**config.mk**
```make
export PLATFORM = sky130hd
export DESIGN_NAME = tbim_sqrt
export DESIGN_NICKNAME = d
export VERILOG_FILES = /design/src/rtl/tbim_pkg.sv /design/src/rtl/tbim_sqrt.sv
export VERILOG_INCLUDE_DIRS = /design/src /design/src/rtl
export SDC_FILE = /design/constraint.sdc
export NUM_CORES = 2
export LEC_CHECK = 0
export BUFFER_PORTS_ARGS = -buffer_cell sky130_fd_sc_hd__buf_2
export CORE_ASPECT_RATIO = 0.9
export CORE_MARGIN = 2
export CORE_UTILIZATION = 40
export CTS_CLUSTER_DIAMETER = 100
export DETAILED_ROUTE_END_ITERATION = 10
export RECOVER_POWER = 50
export SYNTH_ARGS = -nofsm -noshare
export SYNTH_HDL_FRONTEND = slang
export SYNTH_SLANG_ARGS = --single-unit
```
**constraint.sdc**
```tcl
create_clock -name clk_i -period 6.8 [get_ports clk_i]
set_clock_uncertainty 0.2 [all_clocks]
set_input_delay 1.02 -clock clk_i [delete_from_list [all_inputs] [get_ports clk_i]]
set_output_delay 1.02 -clock clk_i [all_outputs]
set_load 0.005 [all_outputs]
```
**src/rtl/two_body_invariant_mass_unit_defines.svh**
```systemverilog
// Shared assertion macros for the invariant mass unit.
`ifndef TWO_BODY_INVARIANT_MASS_UNIT_DEFINES_SVH
`define TWO_BODY_INVARIANT_MASS_UNIT_DEFINES_SVH

// Same-cycle implication, checked outside reset.
`define TBIM_ASSERT_NOW(label, ante, cons) \
  label: assert property (@(posedge clk_i) disable iff (!rst_ni) (ante) |-> (cons)) \
    else $error("tbim assertion failed");

// Next-cycle implication, checked outside reset.
`define TBIM_ASSERT_NEXT(label, ante, cons) \
  label: assert property (@(posedge clk_i) disable iff (!rst_ni) (ante) |=> (cons)) \
    else $error("tbim assertion failed");

`endif

```
**src/rtl/tbim_pkg.sv**
```systemverilog
package tbim_pkg;

  localparam int RAD_W  = 64;
  localparam int ROOT_W = 32;
  localparam int REM_W  = 35;
  localparam int MSQ_W  = 41;
  localparam int OUT_W  = 29;

  localparam int SQRT_STEPS_PER_STAGE = 2;
  localparam int SQRT_STAGES          = ROOT_W / SQRT_STEPS_PER_STAGE;

  localparam logic [2:0] HYP_KAON     = 3'd1;
  localparam logic [2:0] HYP_LAMBDA   = 3'd2;
  localparam logic [2:0] HYP_ELECTRON = 3'd3;
  localparam logic [2:0] HYP_PION     = 3'd4;
  localparam logic [2:0] HYP_KAON_ALT = 3'd5;
  localparam logic [2:0] HYP_PROTON   = 3'd6;

  localparam logic [MSQ_W-1:0] KAON_MASS     = 41'd497672;
  localparam logic [MSQ_W-1:0] LAMBDA_MASS   = 41'd1115683;
  localparam logic [MSQ_W-1:0] ELECTRON_MASS = 41'd511;
  localparam logic [MSQ_W-1:0] PION_MASS     = 41'd139570;
  localparam logic [MSQ_W-1:0] PROTON_MASS   = 41'd938272;

  localparam logic [MSQ_W-1:0] KAON_MSQ     = KAON_MASS * KAON_MASS;
  localparam logic [MSQ_W-1:0] LAMBDA_MSQ   = LAMBDA_MASS * LAMBDA_MASS;
  localparam logic [MSQ_W-1:0] ELECTRON_MSQ = ELECTRON_MASS * ELECTRON_MASS;
  localparam logic [MSQ_W-1:0] PION_MSQ     = PION_MASS * PION_MASS;
  localparam logic [MSQ_W-1:0] PROTON_MSQ   = PROTON_MASS * PROTON_MASS;

  typedef struct packed {
    logic [RAD_W-1:0]  x;
    logic [REM_W-1:0]  rem;
    logic [ROOT_W-1:0] root;
  } sqrt_state_t;

  function automatic logic [MSQ_W-1:0] mass_sq(input logic [2:0] code);
    logic [MSQ_W-1:0] r;
    case (code)
      HYP_KAON:     r = KAON_MSQ;
      HYP_KAON_ALT: r = KAON_MSQ;
      HYP_LAMBDA:   r = LAMBDA_MSQ;
      HYP_ELECTRON: r = ELECTRON_MSQ;
      HYP_PION:     r = PION_MSQ;
      HYP_PROTON:   r = PROTON_MSQ;
      default:      r = '0;
    endcase
    return r;
  endfunction

  // one result bit of the restoring square root
  function automatic sqrt_state_t sqrt_step(input sqrt_state_t s);
    sqrt_state_t      n;
    logic [REM_W-1:0] shifted;
    logic [REM_W-1:0] trial;
    shifted = {s.rem[REM_W-3:0], s.x[RAD_W-1:RAD_W-2]};
    trial   = REM_W'({s.root, 2'b01});
    n.x     = {s.x[RAD_W-3:0], 2'b00};
    if (shifted >= trial) begin
      n.rem  = shifted - trial;
      n.root = {s.root[ROOT_W-2:0], 1'b1};
    end else begin
      n.rem  = shifted;
      n.root = {s.root[ROOT_W-2:0], 1'b0};
    end
    return n;
  endfunction

endpackage

```
**src/rtl/tbim_sqrt.sv**
```systemverilog
module tbim_sqrt #(
  parameter int SIDE_W = 1
) (
  input  logic                       clk_i,
  input  logic                       rst_ni,
  input  logic                       valid_i,
  input  logic [tbim_pkg::RAD_W-1:0] rad_i,
  input  logic [SIDE_W-1:0]          side_i,
  output logic                       valid_o,
  output logic [tbim_pkg::ROOT_W-1:0] root_o,
  output logic [SIDE_W-1:0]          side_o
);
  import tbim_pkg::*;

  sqrt_state_t       st_d    [SQRT_STAGES];
  sqrt_state_t       st_q    [SQRT_STAGES];
  logic [SIDE_W-1:0] side_q  [SQRT_STAGES];
  logic              valid_q [SQRT_STAGES];
  sqrt_state_t       st_in;

  assign st_in = '{x: rad_i, rem: '0, root: '0};

  for (genvar s = 0; s < SQRT_STAGES; s++) begin : g_stage
    if (s == 0) begin : g_first
      always_comb begin
        st_d[s] = sqrt_step(sqrt_step(st_in));
      end
      always_ff @(posedge clk_i or negedge rst_ni) begin
        if (!rst_ni) begin
          valid_q[s] <= 1'b0;
        end else begin
          valid_q[s] <= valid_i;
        end
      end
      always_ff @(posedge clk_i) begin
        st_q[s]   <= st_d[s];
        side_q[s] <= side_i;
      end
    end else begin : g_rest
      always_comb begin
        st_d[s] = sqrt_step(sqrt_step(st_q[s-1]));
      end
      always_ff @(posedge clk_i or negedge rst_ni) begin
        if (!rst_ni) begin
          valid_q[s] <= 1'b0;
        end else begin
          valid_q[s] <= valid_q[s-1];
        end
      end
      always_ff @(posedge clk_i) begin
        st_q[s]   <= st_d[s];
        side_q[s] <= side_q[s-1];
      end
    end
  end

  assign valid_o = valid_q[SQRT_STAGES-1];
  assign root_o  = st_q[SQRT_STAGES-1].root;
  assign side_o  = side_q[SQRT_STAGES-1];

`include "two_body_invariant_mass_unit_defines.svh"

  `TBIM_ASSERT_NOW(a_valid_latency, valid_o, $past(valid_i, SQRT_STAGES))

endmodule

```
==> out/qor.txt <==
Port-buffer cells -> 101
Row Count -> 144
crit end category -> register
number of fill cells -> 16500
Avg Cell Area, Syn -> 8.63 um2
Num CTS Buffers -> 136
Final Cycle Share -> 93.9%
crit path max fanout -> 24
max_slew headroom -> 23.5%
power density over the cells -> 347 nW/um2
Synth Register Bits -> 1257
CP Launch Point -> st_q[1][649]
sequential area share after synthesis -> 36.7%
Power Total -> 26900 uW
post-route DRC violation count -> 0
first-pass GRT wire length -> 303 mm
Sequential cell area -> 25200 um2
die height -> 397 um
Worst EP required -> 7.26 ns
YS warnings -> 0
RSZ-0062 raised after global routing -> false
commonest non-fill, non-tap cells in the layout -> dfxtp_1, a21oi_1, nand2_1, nor2_1, ha_1
IO Count -> 102
Placeable Area -> 171000 um2
worst path bufs/invs -> 6
DRT Pass-1 Iters -> 6
final worst slack -> 0.416 ns
Pleak -> 0.0352 uW
Final Hold Fails -> 0
Slew Viols, Final -> 0
post-synthesis cell count -> 7977
via count -> 57900
worst path cell trace -> inv_1, ha_1, nand3_1, or4_1, a211oi_2, nor3_1, buf_4, o21ai_0, and2_1, inv_1, buf_4, o21ai_0, ha_1, a21o_1, a21o_1, a21oi_1, o211ai_1, a31oi_1, o22ai_1, a41oi_1, nor4b_2, buf_4, buf_4, o21ai_0
fin crit period -> 6.38 ns
number of global-route vias before repair -> 55000
most common cell after layout, fill and taps aside -> dfxtp_1
Post-DRT Antenna Nets -> 0
CP dominant cell by count -> buf_4
area of the multi-input gates -> 40800 um2
GR Util All Layers -> 21.4%
Min-Delay Startpoint -> st_q[0][106]
startpoint types -> register
dpl ws -> 0.0859 ns
setup total negative slack -> 0 ns
critical path class -> register to register
Max rail drop VDD -> 0.000215 V
DR iter-0 viols -> 4548
clock latency on the worst-skew pair -> 0.80 ns
Final #Nets -> 8766
CTS tree -> built
H-tree Lvls -> 4
drt wl/cell -> 18.3 um
Overflow after GRT -> 0
largest net degree at the start of global routing -> 42
fraction of registers with async set/reset -> 1.27%
clock sinks -> 1257
slowest CP cell -> or4_1
Synth cell types -> 99
measured slew at the worst slew-check pin -> 1.13 ns
clk slew on worst S/H paths -> 0.07 ns
clk buf depth -> 3
initial cell density of the core -> 40.2%
die width -> 441 um
FF-to-FF Start -> st_q[1][649]
CP top delay family -> compound AO/OA/AOI/OAI gates
Area Overhead vs Synth -> 12.5%
CP peak stage delay -> 0.58 ns
Max-cap violations -> 0
vias per inst -> 5.50
Hold Crit Class -> register to register
Detailed Route WL -> 192 mm
top_reg_cell synth -> dfxtp_1
EDFF count, synth -> 0
layout cells sized above 1 -> 9.44%
# setup viols final -> 0
die area -> 175000 um2
CTS Root Cell -> clkbuf_16
Post-Syn Area -> 68800 um2
initial antenna violation count -> 5
DP Wirelength -> 153 mm
status -> completed
routability cong. -> 0.957
fmax -> 0.157 GHz
data arrival time at the worst-slack endpoint -> 6.85 ns
## Yosys cell counts, drive strengths merged (172+ instances only)
cell | number | area share (%)
dfxtp | 1241 | 36
a21oi | 649 | 4.7
nand2 | 645 | 3.5
nor2 | 621 | 3.4
ha | 557 | 10
inv | 473 | 2.6
xnor2 | 473 | 6.0
o21ai | 427 | 3.1
xor2 | 278 | 3.5
a21o | 247 | 2.7
nor3 | 211 | 1.5
nand3 | 189 | 1.4
clkbuf | 172 | 0.94
## worst paths after layout
| kind | slack, ns | to | depth (start not counted) |
|---|---|---|---|
| max in group asynchronous | 5.67 | valid_q[10] | 2 |
| max reg2reg | 0.42 | st_q[1][798] | 24 |
| max | 0.42 | st_q[1][798] | 24 |
| min in group asynchronous | 0.46 | valid_q[9] | 2 |
| min reg2reg | 0.1 | st_q[0][237] | 0 |
| min | 0.1 | st_q[0][237] | 0 |
## through the flow
| step | utilization [%] | area [um2] | std cells | hold WS (ns) |
|---|---|---|---|---|
| floorplan | - | 68800 | 7979 | 0.110 |
| CTS | 45.2 | 77400 | 10500 | 0.0471 |
| detailed placement | 42.4 | 72400 | 10300 | 0.112 |
| global placement | 42.4 | 72400 | 10300 | 0.110 |
| global route | 45.3 | 77400 | 10500 | 0.0623 |
| finish | 45.3 | 77400 | 10500 | 0.0952 |
## what timing repair did
action,CTS,global route
gates resized for setup,0,11
endpoints found under the hold margin,16,0
hold buffers,1,0
endpoints found under the setup margin,0,79
buffers inserted,0,0
## state kept, by name, summed over array words and instances, names as in the netlist
register,flops
valid_q,15
side_q,16
st_q,1225
valid_o,1
## cells by family after synthesis
group                      Yosys count  synth area share (%)
and+or+nand+nor                   2518                  18.4
AOI/OAI and AO/OA                 2015                  18.7
DFF                               1257                  36.7
xor gates and xnor gates           751                  9.56
buffers and inverters              728                  4.19
adders and majority gates          557                  10.1
muxes                              150                  2.42
other                                1               0.00545
## power breakdown
group / internal [uW] / switching [uW] / total [uW]
Sequential: 8620 / 1230 / 9850
Clock: 4540 / 3270 / 7810
Combinational: 3880 / 5350 / 9230
## per-layer routing
layer  wire, um  vias up  global-route usage [%]
li1           -    28700                       -
met1      90300    27100                    29.9
met3      11700      284                    3.34
met5         62        -                       0
met2      85100     1744                    33.9
met4       5110       10                    6.21
## final cells by class
class | count | share of cell area (%)
clock inverters | 67 | 1.37
diodes | 1 | 0.00323
repair buffers | 275 | 2.42
inverters | 477 | 2.31
well taps | 2263 | 3.66
clock buffers | 182 | 4.97
multi-input cells | 5994 | 52.7
flip-flops and latches | 1257 | 32.6
(Power assumes the default switching activity.)
